$ cat config.mk
export PLATFORM = sky130hd
export DESIGN_NAME = json_string_escaper_utf8_flat
export DESIGN_NICKNAME = d
export VERILOG_FILES = /design/src/sv/jseu_pkg.sv /design/src/sv/jseu_if.sv /design/src/sv/jseu_decode.sv /design/src/sv/jseu_emit.sv /design/src/sv/json_string_escaper_utf8.sv /design/src/flat_wrapper.sv
export SDC_FILE = /design/constraint.sdc
export NUM_CORES = 1
export LEC_CHECK = 0
export BUFFER_PORTS_ARGS = -buffer_cell sky130_fd_sc_hd__buf_4
export CAP_MARGIN = 30
export CORE_ASPECT_RATIO = 1.2
export CORE_MARGIN = 4
export CORE_UTILIZATION = 67
export CTS_CLUSTER_SIZE = 8
export DETAILED_ROUTE_END_ITERATION = 12
export PLACE_DENSITY = 0.86
export SYNTH_ARGS = -nofsm -noshare
export SYNTH_HDL_FRONTEND = slang
export SYNTH_SLANG_ARGS = --single-unit
$ cat constraint.sdc
create_clock -name i_clk -period 13.79 [get_ports i_clk]
set_clock_uncertainty 0.1 [all_clocks]
set_input_delay 0 -clock i_clk [delete_from_list [all_inputs] [get_ports i_clk]]
set_output_delay 0 -clock i_clk [all_outputs]
set_load 0.03 [all_outputs]
$ cat src/sv/jseu_pkg.sv
`default_nettype none

package jseu_pkg;

    localparam int BYTE_W  = 8;
    localparam int BODY_N  = 6;
    localparam int REP_LEN = 6;

    typedef logic [BYTE_W-1:0] t_byte;

    // Characters used in the escaped text.
    localparam t_byte CH_QUOTE  = 8'h22;
    localparam t_byte CH_BSLASH = 8'h5c;
    localparam t_byte CH_LOW_U  = 8'h75;
    localparam t_byte CH_ZERO   = 8'h30;
    localparam t_byte CH_SPACE  = 8'h20;
    localparam t_byte CH_DEL_HI = 8'h80;

    // UTF-8 lead and second-byte bounds.
    localparam t_byte UTF_CONT_MASK = 8'hc0;
    localparam t_byte UTF_CONT_TAG  = 8'h80;
    localparam t_byte UTF_LEAD_MIN  = 8'hc2;
    localparam t_byte UTF_LEAD2_MAX = 8'hdf;
    localparam t_byte UTF_LEAD3_MAX = 8'hef;
    localparam t_byte UTF_LEAD_MAX  = 8'hf4;
    localparam t_byte UTF_E0        = 8'he0;
    localparam t_byte UTF_E0_MIN    = 8'ha0;
    localparam t_byte UTF_ED        = 8'hed;
    localparam t_byte UTF_ED_MAX    = 8'h9f;
    localparam t_byte UTF_F0        = 8'hf0;
    localparam t_byte UTF_F0_MIN    = 8'h90;
    localparam t_byte UTF_F4        = 8'hf4;
    localparam t_byte UTF_F4_MAX    = 8'h8f;

    // Emission plan for one transfer, walked byte by byte by the emitter.
    typedef struct packed {
        logic                          open_q;
        logic [1:0]                    rep_a;
        logic [2:0]                    body_cnt;
        logic [BODY_N-1:0][BYTE_W-1:0] body;
        logic [1:0]                    rep_b;
        logic                          close_q;
    } t_plan;

    function automatic t_byte hex_char(input logic [3:0] nib);
        t_byte c;
        if (nib < 4'd10) begin
            c = CH_ZERO + {4'd0, nib};
        end else begin
            c = 8'h61 + {4'd0, nib - 4'd10};
        end
        return c;
    endfunction

    // Character of the six-character sequence \ufffd at a position.
    function automatic t_byte rep_char(input logic [2:0] idx);
        t_byte c;
        unique case (idx)
            3'd0:    c = CH_BSLASH;
            3'd1:    c = CH_LOW_U;
            3'd5:    c = 8'h64;
            default: c = 8'h66;
        endcase
        return c;
    endfunction

    // Second character of a two-character escape, zero if none applies.
    function automatic t_byte esc_second(input t_byte b);
        t_byte c;
        unique case (b)
            8'h22:   c = 8'h22;
            8'h5c:   c = 8'h5c;
            8'h08:   c = 8'h62;
            8'h0c:   c = 8'h66;
            8'h0a:   c = 8'h6e;
            8'h0d:   c = 8'h72;
            8'h09:   c = 8'h74;
            default: c = 8'h00;
        endcase
        return c;
    endfunction

endpackage

`default_nettype wire

$ cat src/sv/jseu_if.sv
`default_nettype none

interface jseu_in_if;
    logic                 valid;
    logic                 ready;
    jseu_pkg::t_byte      data_byte;
    logic                 has_byte;
    logic                 string_end;

    modport source (output valid, output data_byte, output has_byte, output string_end,
                    input ready);
    modport sink   (input valid, input data_byte, input has_byte, input string_end,
                    output ready);
endinterface

interface jseu_out_if;
    logic                 valid;
    logic                 ready;
    jseu_pkg::t_byte      out_byte;
    logic                 run_last;
    logic                 string_done;

    modport source (output valid, output out_byte, output run_last, output string_done,
                    input ready);
    modport sink   (input valid, input out_byte, input run_last, input string_done,
                    output ready);
endinterface

`default_nettype wire

$ cat src/sv/jseu_decode.sv
`default_nettype none

module jseu_decode (
    input  wire logic            i_clk,
    input  wire logic            i_rst_n,
    input  wire logic            i_take,
    input  wire jseu_pkg::t_byte i_data_byte,
    input  wire logic            i_has_byte,
    input  wire logic            i_string_end,
    output jseu_pkg::t_plan      o_plan
);
    import jseu_pkg::*;

    logic             r_in_string, n_in_string;
    logic [2:0][7:0]  r_pend, n_pend;
    logic [1:0]       r_cnt, n_cnt;
    logic [2:0]       r_seqlen, n_seqlen;

    logic             pend_ok;
    logic             fits;
    logic             bad_lead;
    t_byte            two;
    t_plan            plan;

    always_comb begin
        plan        = '0;
        n_in_string = r_in_string;
        n_pend      = r_pend;
        n_cnt       = r_cnt;
        n_seqlen    = r_seqlen;
        bad_lead    = 1'b0;
        two         = esc_second(i_data_byte);

        pend_ok = (r_cnt != 2'd0) && (r_seqlen > {1'b0, r_cnt}) && (r_seqlen <= 3'd4);
        fits    = ((i_data_byte & UTF_CONT_MASK) == UTF_CONT_TAG);
        if (r_cnt == 2'd1) begin
            if (r_pend[0] == UTF_E0) begin
                fits = fits && (i_data_byte >= UTF_E0_MIN);
            end else if (r_pend[0] == UTF_ED) begin
                fits = fits && (i_data_byte <= UTF_ED_MAX);
            end else if (r_pend[0] == UTF_F0) begin
                fits = fits && (i_data_byte >= UTF_F0_MIN);
            end else if (r_pend[0] == UTF_F4) begin
                fits = fits && (i_data_byte <= UTF_F4_MAX);
            end
        end

        plan.open_q = (i_has_byte || i_string_end) && !r_in_string;

        if (i_has_byte) begin
            if (pend_ok && fits) begin
                if (({1'b0, r_cnt} + 3'd1) == r_seqlen) begin
                    // Sequence complete: pass the held bytes and this one unchanged.
                    plan.body[0]              = r_pend[0];
                    plan.body[1]              = r_pend[1];
                    plan.body[2]              = r_pend[2];
                    plan.body[{1'b0, r_cnt}]  = i_data_byte;
                    plan.body_cnt             = {1'b0, r_cnt} + 3'd1;
                    n_cnt                     = 2'd0;
                    n_seqlen                  = 3'd0;
                end else if (r_cnt != 2'd3) begin
                    n_pend[r_cnt] = i_data_byte;
                    n_cnt         = r_cnt + 2'd1;
                end
            end else begin
                // Flush whatever is held, then treat the byte as a new lead.
                plan.rep_a = r_cnt;
                n_cnt      = 2'd0;
                n_seqlen   = 3'd0;
                priority if (two != 8'h00) begin
                    plan.body[0]  = CH_BSLASH;
                    plan.body[1]  = two;
                    plan.body_cnt = 3'd2;
                end else if (i_data_byte < CH_SPACE) begin
                    plan.body[0]  = CH_BSLASH;
                    plan.body[1]  = CH_LOW_U;
                    plan.body[2]  = CH_ZERO;
                    plan.body[3]  = CH_ZERO;
                    plan.body[4]  = hex_char(i_data_byte[7:4]);
                    plan.body[5]  = hex_char(i_data_byte[3:0]);
                    plan.body_cnt = 3'd6;
                end else if (i_data_byte < CH_DEL_HI) begin
                    plan.body[0]  = i_data_byte;
                    plan.body_cnt = 3'd1;
                end else if (i_data_byte >= UTF_LEAD_MIN && i_data_byte <= UTF_LEAD_MAX) begin
                    n_pend[0] = i_data_byte;
                    n_cnt     = 2'd1;
                    if (i_data_byte <= UTF_LEAD2_MAX) begin
                        n_seqlen = 3'd2;
                    end else if (i_data_byte <= UTF_LEAD3_MAX) begin
                        n_seqlen = 3'd3;
                    end else begin
                        n_seqlen = 3'd4;
                    end
                end else begin
                    bad_lead = 1'b1;
                end
            end
        end

        plan.rep_b = {1'b0, bad_lead};
        if (i_string_end) begin
            plan.rep_b    = plan.rep_b + n_cnt;
            plan.close_q  = 1'b1;
            n_cnt         = 2'd0;
            n_seqlen      = 3'd0;
            n_in_string   = 1'b0;
        end else if (i_has_byte) begin
            n_in_string = 1'b1;
        end

        o_plan = plan;
    end

    always_ff @(posedge i_clk) begin
        if (!i_rst_n) begin
            r_in_string <= 1'b0;
            r_cnt       <= 2'd0;
            r_seqlen    <= 3'd0;
        end else if (i_take) begin
            r_in_string <= n_in_string;
            r_cnt       <= n_cnt;
            r_seqlen    <= n_seqlen;
        end
    end

    always_ff @(posedge i_clk) begin
        if (i_take) begin
            r_pend <= n_pend;
        end
    end

    a_len_above_cnt: assert property (@(posedge i_clk) disable iff (!i_rst_n)
        r_cnt != 2'd0 |-> r_seqlen > {1'b0, r_cnt})
        else $error("held count not below expected sequence length");
    a_len_zero_when_empty: assert property (@(posedge i_clk) disable iff (!i_rst_n)
        r_cnt == 2'd0 |-> r_seqlen == 3'd0)
        else $error("sequence length left over with nothing held");
    a_hold_inside_string: assert property (@(posedge i_clk) disable iff (!i_rst_n)
        r_cnt != 2'd0 |-> r_in_string)
        else $error("bytes held outside a string");

endmodule

`default_nettype wire

$ cat src/sv/jseu_emit.sv
`default_nettype none

module jseu_emit (
    input  wire logic           i_clk,
    input  wire logic           i_rst_n,
    input  wire logic           i_load,
    input  wire jseu_pkg::t_plan i_plan,
    output logic                o_can_load,
    jseu_out_if.source          o_out
);
    import jseu_pkg::*;

    logic                          r_busy;
    logic                          r_open, n_open;
    logic [1:0]                    r_rep_a, n_rep_a;
    logic [2:0]                    r_body_cnt, n_body_cnt;
    logic [BODY_N-1:0][BYTE_W-1:0] r_body, n_body;
    logic [1:0]                    r_rep_b, n_rep_b;
    logic                          r_close, n_close;
    logic [2:0]                    r_rep_idx, n_rep_idx;

    logic                          r_ovalid;
    t_byte                         r_obyte;
    logic                          r_olast;
    logic                          r_odone;

    t_byte                         cur_byte;
    logic                          cur_done;
    logic                          adv;
    logic                          last;
    logic                          plan_nonempty;

    assign plan_nonempty = i_plan.open_q || (i_plan.rep_a != 2'd0) ||
                           (i_plan.body_cnt != 3'd0) || (i_plan.rep_b != 2'd0) ||
                           i_plan.close_q;

    assign adv = r_busy && (!r_ovalid || o_out.ready);

    always_comb begin
        n_open     = r_open;
        n_rep_a    = r_rep_a;
        n_body_cnt = r_body_cnt;
        n_body     = r_body;
        n_rep_b    = r_rep_b;
        n_close    = r_close;
        n_rep_idx  = r_rep_idx;
        cur_byte   = CH_QUOTE;
        cur_done   = 1'b0;

        priority if (r_open) begin
            n_open = 1'b0;
        end else if (r_rep_a != 2'd0) begin
            cur_byte = rep_char(r_rep_idx);
            if (r_rep_idx == 3'(REP_LEN - 1)) begin
                n_rep_idx = 3'd0;
                n_rep_a   = r_rep_a - 2'd1;
            end else begin
                n_rep_idx = r_rep_idx + 3'd1;
            end
        end else if (r_body_cnt != 3'd0) begin
            cur_byte   = r_body[0];
            n_body     = r_body >> BYTE_W;
            n_body_cnt = r_body_cnt - 3'd1;
        end else if (r_rep_b != 2'd0) begin
            cur_byte = rep_char(r_rep_idx);
            if (r_rep_idx == 3'(REP_LEN - 1)) begin
                n_rep_idx = 3'd0;
                n_rep_b   = r_rep_b - 2'd1;
            end else begin
                n_rep_idx = r_rep_idx + 3'd1;
            end
        end else begin
            cur_done = 1'b1;
            n_close  = 1'b0;
        end

        last = !n_open && (n_rep_a == 2'd0) && (n_body_cnt == 3'd0) &&
               (n_rep_b == 2'd0) && !n_close;
    end

    assign o_can_load = !r_busy || (adv && last);

    always_ff @(posedge i_clk) begin
        if (!i_rst_n) begin
            r_busy <= 1'b0;
        end else if (i_load) begin
            r_busy <= plan_nonempty;
        end else if (adv) begin
            r_busy <= !last;
        end
    end

    always_ff @(posedge i_clk) begin
        if (i_load) begin
            r_open     <= i_plan.open_q;
            r_rep_a    <= i_plan.rep_a;
            r_body_cnt <= i_plan.body_cnt;
            r_body     <= i_plan.body;
            r_rep_b    <= i_plan.rep_b;
            r_close    <= i_plan.close_q;
            r_rep_idx  <= 3'd0;
        end else if (adv) begin
            r_open     <= n_open;
            r_rep_a    <= n_rep_a;
            r_body_cnt <= n_body_cnt;
            r_body     <= n_body;
            r_rep_b    <= n_rep_b;
            r_close    <= n_close;
            r_rep_idx  <= n_rep_idx;
        end
    end

    always_ff @(posedge i_clk) begin
        if (!i_rst_n) begin
            r_ovalid <= 1'b0;
        end else if (adv) begin
            r_ovalid <= 1'b1;
        end else if (o_out.ready) begin
            r_ovalid <= 1'b0;
        end
    end

    always_ff @(posedge i_clk) begin
        if (adv) begin
            r_obyte <= cur_byte;
            r_olast <= last;
            r_odone <= cur_done;
        end
    end

    assign o_out.valid       = r_ovalid;
    assign o_out.out_byte    = r_obyte;
    assign o_out.run_last    = r_olast;
    assign o_out.string_done = r_odone;

    a_done_is_last_quote: assert property (@(posedge i_clk) disable iff (!i_rst_n)
        r_ovalid && r_odone |-> r_olast && (r_obyte == CH_QUOTE))
        else $error("closing quote not the last byte of its run");
    a_busy_has_work: assert property (@(posedge i_clk) disable iff (!i_rst_n)
        r_busy |-> (r_open || (r_rep_a != 2'd0) || (r_body_cnt != 3'd0) ||
                    (r_rep_b != 2'd0) || r_close))
        else $error("emitter busy with an empty plan");
    a_load_sets_busy: assert property (@(posedge i_clk) disable iff (!i_rst_n)
        i_load && plan_nonempty |=> r_busy)
        else $error("loaded plan not taken up");

endmodule

`default_nettype wire

$ cat src/sv/json_string_escaper_utf8.sv
`default_nettype none

// Channel   Direction  Payload                                 Transfer when
// i_in      in         data_byte[7:0], has_byte, string_end    valid && ready
// o_out     out        out_byte[7:0], run_last, string_done    valid && ready
//
// A transfer that yields k output bytes holds the input; ready rises again in the
// cycle the last of them enters the output register, so plain printable bytes
// stream at one per cycle unless the output stalls. An idle transfer has no output.
// The longest run is 25 bytes: three held bytes flushed as replacements, six bytes
// for the new byte's escape or replacement, and the closing quote.
// Reset is synchronous and active low; it clears the UTF-8 hold state and empties
// the output register. A stalled output holds its byte while one more transfer
// may be taken into the emitter.

module json_string_escaper_utf8 (
    input  wire logic  i_clk,
    input  wire logic  i_rst_n,
    jseu_in_if.sink    i_in,
    jseu_out_if.source o_out
);
    import jseu_pkg::*;

    logic  can_load;
    logic  take;
    t_plan plan;

    // The decoder sees the offered item and the held UTF-8 state, and turns it into
    // a compact plan: opening quote, replacements for a broken sequence, the body
    // bytes (a pass-through sequence or an escape), trailing replacements and the
    // closing quote. Its state moves on only when the transfer completes.
    assign i_in.ready = can_load;
    assign take       = i_in.valid && can_load;

    jseu_decode u_decode (
        .i_clk        (i_clk),
        .i_rst_n      (i_rst_n),
        .i_take       (take),
        .i_data_byte  (i_in.data_byte),
        .i_has_byte   (i_in.has_byte),
        .i_string_end (i_in.string_end),
        .o_plan       (plan)
    );

    // The emitter holds one plan and walks it into the output register one byte per
    // cycle while the output moves, marking each run's last byte and the closing quote.
    jseu_emit u_emit (
        .i_clk      (i_clk),
        .i_rst_n    (i_rst_n),
        .i_load     (take),
        .i_plan     (plan),
        .o_can_load (can_load),
        .o_out      (o_out)
    );

endmodule

`default_nettype wire

$ cat src/flat_wrapper.sv
// flat-port wrapper written by rule: the top's interface ports become plain ports
module json_string_escaper_utf8_flat import jseu_pkg::*;
  (i_clk, i_rst_n, i_in_valid, i_in_data_byte, i_in_has_byte, i_in_string_end, i_in_ready, o_out_valid, o_out_out_byte, o_out_run_last, o_out_string_done, o_out_ready);
  jseu_in_if i_in_i ();
  jseu_out_if o_out_i ();
  input  wire logic i_clk;
  input  wire logic i_rst_n;
  input wire logic [$bits(i_in_i.valid)-1:0] i_in_valid;
  input wire logic [$bits(i_in_i.data_byte)-1:0] i_in_data_byte;
  input wire logic [$bits(i_in_i.has_byte)-1:0] i_in_has_byte;
  input wire logic [$bits(i_in_i.string_end)-1:0] i_in_string_end;
  output wire logic [$bits(i_in_i.ready)-1:0] i_in_ready;
  output wire logic [$bits(o_out_i.valid)-1:0] o_out_valid;
  output wire logic [$bits(o_out_i.out_byte)-1:0] o_out_out_byte;
  output wire logic [$bits(o_out_i.run_last)-1:0] o_out_run_last;
  output wire logic [$bits(o_out_i.string_done)-1:0] o_out_string_done;
  input wire logic [$bits(o_out_i.ready)-1:0] o_out_ready;
  assign i_in_i.valid = i_in_valid;
  assign i_in_i.data_byte = i_in_data_byte;
  assign i_in_i.has_byte = i_in_has_byte;
  assign i_in_i.string_end = i_in_string_end;
  assign i_in_ready = i_in_i.ready;
  assign o_out_valid = o_out_i.valid;
  assign o_out_out_byte = o_out_i.out_byte;
  assign o_out_run_last = o_out_i.run_last;
  assign o_out_string_done = o_out_i.string_done;
  assign o_out_i.ready = o_out_ready;
  json_string_escaper_utf8 u_core (.i_clk(i_clk), .i_rst_n(i_rst_n), .i_in(i_in_i), .o_out(o_out_i));
endmodule
==> summary.txt <==
Logic synthesis
  – Yosys top cell area share: 0.479
  – Syn Area/Cell: around 11 µm²
  – Post-synth top area cell: edfxtp_1
  – Register area share after synthesis: 0.519
  – Flip-flop and latch count after synthesis: 100
  – Most frequent cell after synthesis: edfxtp_1
  – Post-synthesis cell count: 502
  – Area contributors post-synth: edfxtp_1 48%, ha_1 5.2%, dfxtp_1 3.9%
  – Cell area after synthesis: about 5600 µm²
  – Yosys cell types: 68
  – Prevailing post-synth register cell: edfxtp_1
  – Ys Warns: 0
  – Mapped Nets: 539
  – Fraction of registers with async set/reset: 0
  – Number of synthesized flops with an enable pin: 89
  – Post-synth top cells: 89 x edfxtp_1, 54 x nand2_1, 31 x nor2_1

Worst setup path
  – Critical Path Start Type: flop
  – R2R Setup Slk: 9.73 ns
  – Worst path top cell family by delay: compound AO/OA/AOI/OAI gates
  – Slowest cell on crit path: nor2b_1
  – Crit path largest cell delay: 0.50 ns
  – Critical path buffer and inverter count: 3
  – CP Data Required Time: roughly 14 ns
  – Worst-path maximum fanout: 45
  – Worst reg2reg path endpoint: u_core.u_emit.r_body[8]
  – Crit path depth: 11
  – Crit path kind: flop to flop
  – CP cell instances: inv_1 -> ha_1 -> nor2b_1 -> a21oi_1 -> o221a_2 -> a31oi_4 -> buf_4 -> nor2_1 -> nand2_1 -> inv_1 -> a221o_1
  – WP data arrival: 4.09 ns
  – CP Capture Type: flop
  – Most common cell on crit path: inv_1
  – Reg2Reg Depth: 11
  – Reg-to-reg startpoint: u_core.u_emit.r_rep_a[0]

Layout
  – Synth-to-layout area growth: 9.96%
  – Share of layout cells above drive strength 1: 0.148
  – Multi-input combinational cell area: ~2500 µm²
  – Register area: 2890 µm²
  – Fillers: 516
  – Antenna Cells: 0
  – Final #Nets: 566

Routing
  – Initial DRC Count: 353
  – Post-route antenna net violation count: 0
  – Total Wirelength: approximately 13000 µm
  – Vias per cell: 6.74
  – DRC viols: 0
  – Total vias in the final route: 4239
  – 1st-pass router iterations: 5
  – WL/cell: 20.7 µm

GRT
  – Largest net degree at the start of global routing: 47
  – First-pass GRT wire length: 20800 µm
  – Grt ovf: 0
  – Initial antenna violation count: 0
  – Vias in the first global route: 4096
  – GRT Total Usage: 0.275

Hold path
  – Worst Min Path Start: i_in_has_byte
  – Hold Path Depth: 3
  – Worst min path class: primary input to flop
  – Hold EP: u_core.u_emit.r_body_cnt[2]

Pwr
  – Pwr/cell area: between 100 and 150 nW/µm²
  – VDD IR max: 0.0841 mV
  – Lkg Pwr: 2.24 nW

Placement
  – GPL Wtd Cong: between 0.9 and 1
  – I/O Buffers: 25
  – Pre-CTS setup slack: 9.75 ns
  – Post-detail-place hpwl: 9080 µm

Timing
  – Tmin final: 4.06 ns
  – Hold Fails Final Rpt: 0
  – Fmax: 0.246 GHz
  – Slew margin rel.: 0.493
  – Fin. max-slew vios: 0
  – Fin crit share: 0.295
  – Worst-margin pin slew: 0.752 ns
  – RSZ-0062 raised after global routing: no
  – Final WS setup: 9.73 ns
  – Setup TNS: 0 ns
  – Final setup fails: 0

Floorplan
  – Die W: 91.3 µm
  – Die height: 108 µm
  – Starting Density: 0.688
  – IO Pins: 26
  – Row cnt: 36
  – DIE AREA: 9850 µm²
  – Core area: a little over 8000 µm²

Clock tree
  – Post-CTS Resized: 0
  – TritonCTS clock tree: done
  – Longest Clk Path Bufs: 2
  – CTS H-tree lvls: 3
  – Insertion delay to the later sink of the worst-skew pair: 0.37 ns
  – Clock slew at reported path FFs: 0.10 ns
  – Post-CTS Hold Fix Bufs: 11
  – CTS Buf Count: 9
  – Sink Count: 100
  – Setup repair bufs after CTS: 0
  – Root Driver: clkbuf_8

Status
  – Status: finished, final reports clean

Job
  – Max-cap violations: 0
## area by class of cell
class                           instances  area share
Clock inverter                          6      0.0114
Clock buffer                           10      0.0208
Tap cell                               95      0.0194
Multi-Input combinational cell        349       0.405
Inverter                               28      0.0171
Sequential cell                       100       0.472
Timing Repair Buffer                   41      0.0543
## flip-flops by register name, indices dropped and copies added (netlist names)
| register | count |
|---|---|
| u_core.u_emit.r_body | 46 |
| u_core.u_decode.r_pend | 24 |
| u_core.u_emit.o_out.out_byte | 8 |
| u_core.u_decode.r_seqlen | 3 |
| u_core.u_emit.r_body_cnt | 3 |
| u_core.u_emit.r_rep_idx | 3 |
| u_core.u_decode.r_cnt | 2 |
| u_core.u_emit.r_rep_a | 2 |
| u_core.u_emit.r_rep_b | 2 |
| u_core.u_decode.r_in_string | 1 |
| u_core.u_emit.o_out.run_last | 1 |
| u_core.u_emit.o_out.string_done | 1 |
| u_core.u_emit.o_out.valid | 1 |
| u_core.u_emit.r_busy | 1 |
| u_core.u_emit.r_close | 1 |
| u_core.u_emit.r_open | 1 |
## per-layer routing
metal  up-vias  GRT usage  wire (µm)
li1       1954          -          -
met1      2025      0.332       5110
met2       205      0.465       6520
met3        55     0.0487        800
met4         0      0.159        581
met5         -          0          0
## worst reg2reg max path: cells and delay by family (launching register included)
kind            cells  cell delay [ns]
compound gates      4             1.12
fa+ha+maj           1             0.37
buf+inv             3             0.81
flops               1             0.44
simple gates        3             1.00
## cell usage in the layout, fill, tap and decap left out, types with 3 or more instances in the layout
| master | count |
|---|---|
| nand4_1 | 4 |
| xor2_1 | 4 |
| edfxtp_1 | 89 |
| dlygate4sd3_1 | 11 |
| dfxtp_1 | 11 |
| a221o_1 | 13 |
| mux2_2 | 17 |
| a22oi_1 | 3 |
| nand3_1 | 8 |
| xnor2_1 | 5 |
| or3_1 | 4 |
| buf_4 | 29 |
| nand2b_1 | 9 |
| a21oi_1 | 18 |
| a31oi_1 | 4 |
| nor3b_1 | 6 |
| ha_1 | 23 |
| and3_1 | 7 |
| o32ai_1 | 4 |
| a22o_1 | 13 |
| o21a_1 | 3 |
| nor2b_1 | 6 |
| clkbuf_8 | 9 |
| inv_1 | 27 |
| o211ai_1 | 4 |
| nand2_1 | 54 |
| a32oi_1 | 3 |
| a221oi_1 | 4 |
| and2_1 | 11 |
| nor3_1 | 15 |
| nor2_1 | 31 |
| mux2i_1 | 5 |
| o21ai_0 | 24 |
## stage by stage
step | util | hold WS [ns] | total power [W] | cells | cell area, µm²
global placement | 0.718 | 0.182 | 0.000485 | 601 | 5820
floorplan | - | 0.0504 | 0.000457 | 502 | 5580
CTS | 0.756 | 0.00893 | 0.000675 | 629 | 6130
global route | 0.756 | 0.0340 | 0.000704 | 629 | 6130
detailed placement | 0.719 | 0.190 | 0.000490 | 602 | 5830
finish | 0.756 | 0.0241 | 0.000677 | 629 | 6130
## report_power, final
group / internal (W) / switching, W / leakage, nW
Combinational: 0.0000432 / 0.0000713 / 1.22
Sequential: 0.000361 / 0.0000116 / 0.920
Clock: 0.0000857 / 0.000104 / 0.0964
## worst max path at each step
stage | from | to | slack, ns
2_1_floorplan | u_core.u_emit.r_rep_a[0] | u_core.u_emit.r_body[0] | 8.82
3_3_place_gp | u_core.u_emit.r_rep_a[0] | u_core.u_decode.r_pend[0] | 9.73
3_5_place_dp | u_core.u_emit.r_rep_a[0] | u_core.u_emit.r_body[8] | 9.75
4_1_cts | u_core.u_emit.r_rep_a[0] | u_core.u_emit.r_body[8] | 9.73
5_1_grt | u_core.u_emit.r_rep_a[0] | u_core.u_emit.r_body[21] | 9.46
6_report | u_core.u_emit.r_rep_a[0] | u_core.u_emit.r_body[8] | 9.73
## cell families (layout without fill, tap and decap cells)
kind of cell               Yosys count  after routing  synth area share
buffers and inverters               53             85            0.0402
muxes                               22             22            0.0433
xor gates and xnor gates             9              9            0.0141
DFF                                100            100             0.519
AOI/OAI and AO/OA                  121            121             0.169
adders and majority gates           23             23            0.0516
and+or+nand+nor                    174            174             0.163
(Power assumes the default switching activity.)
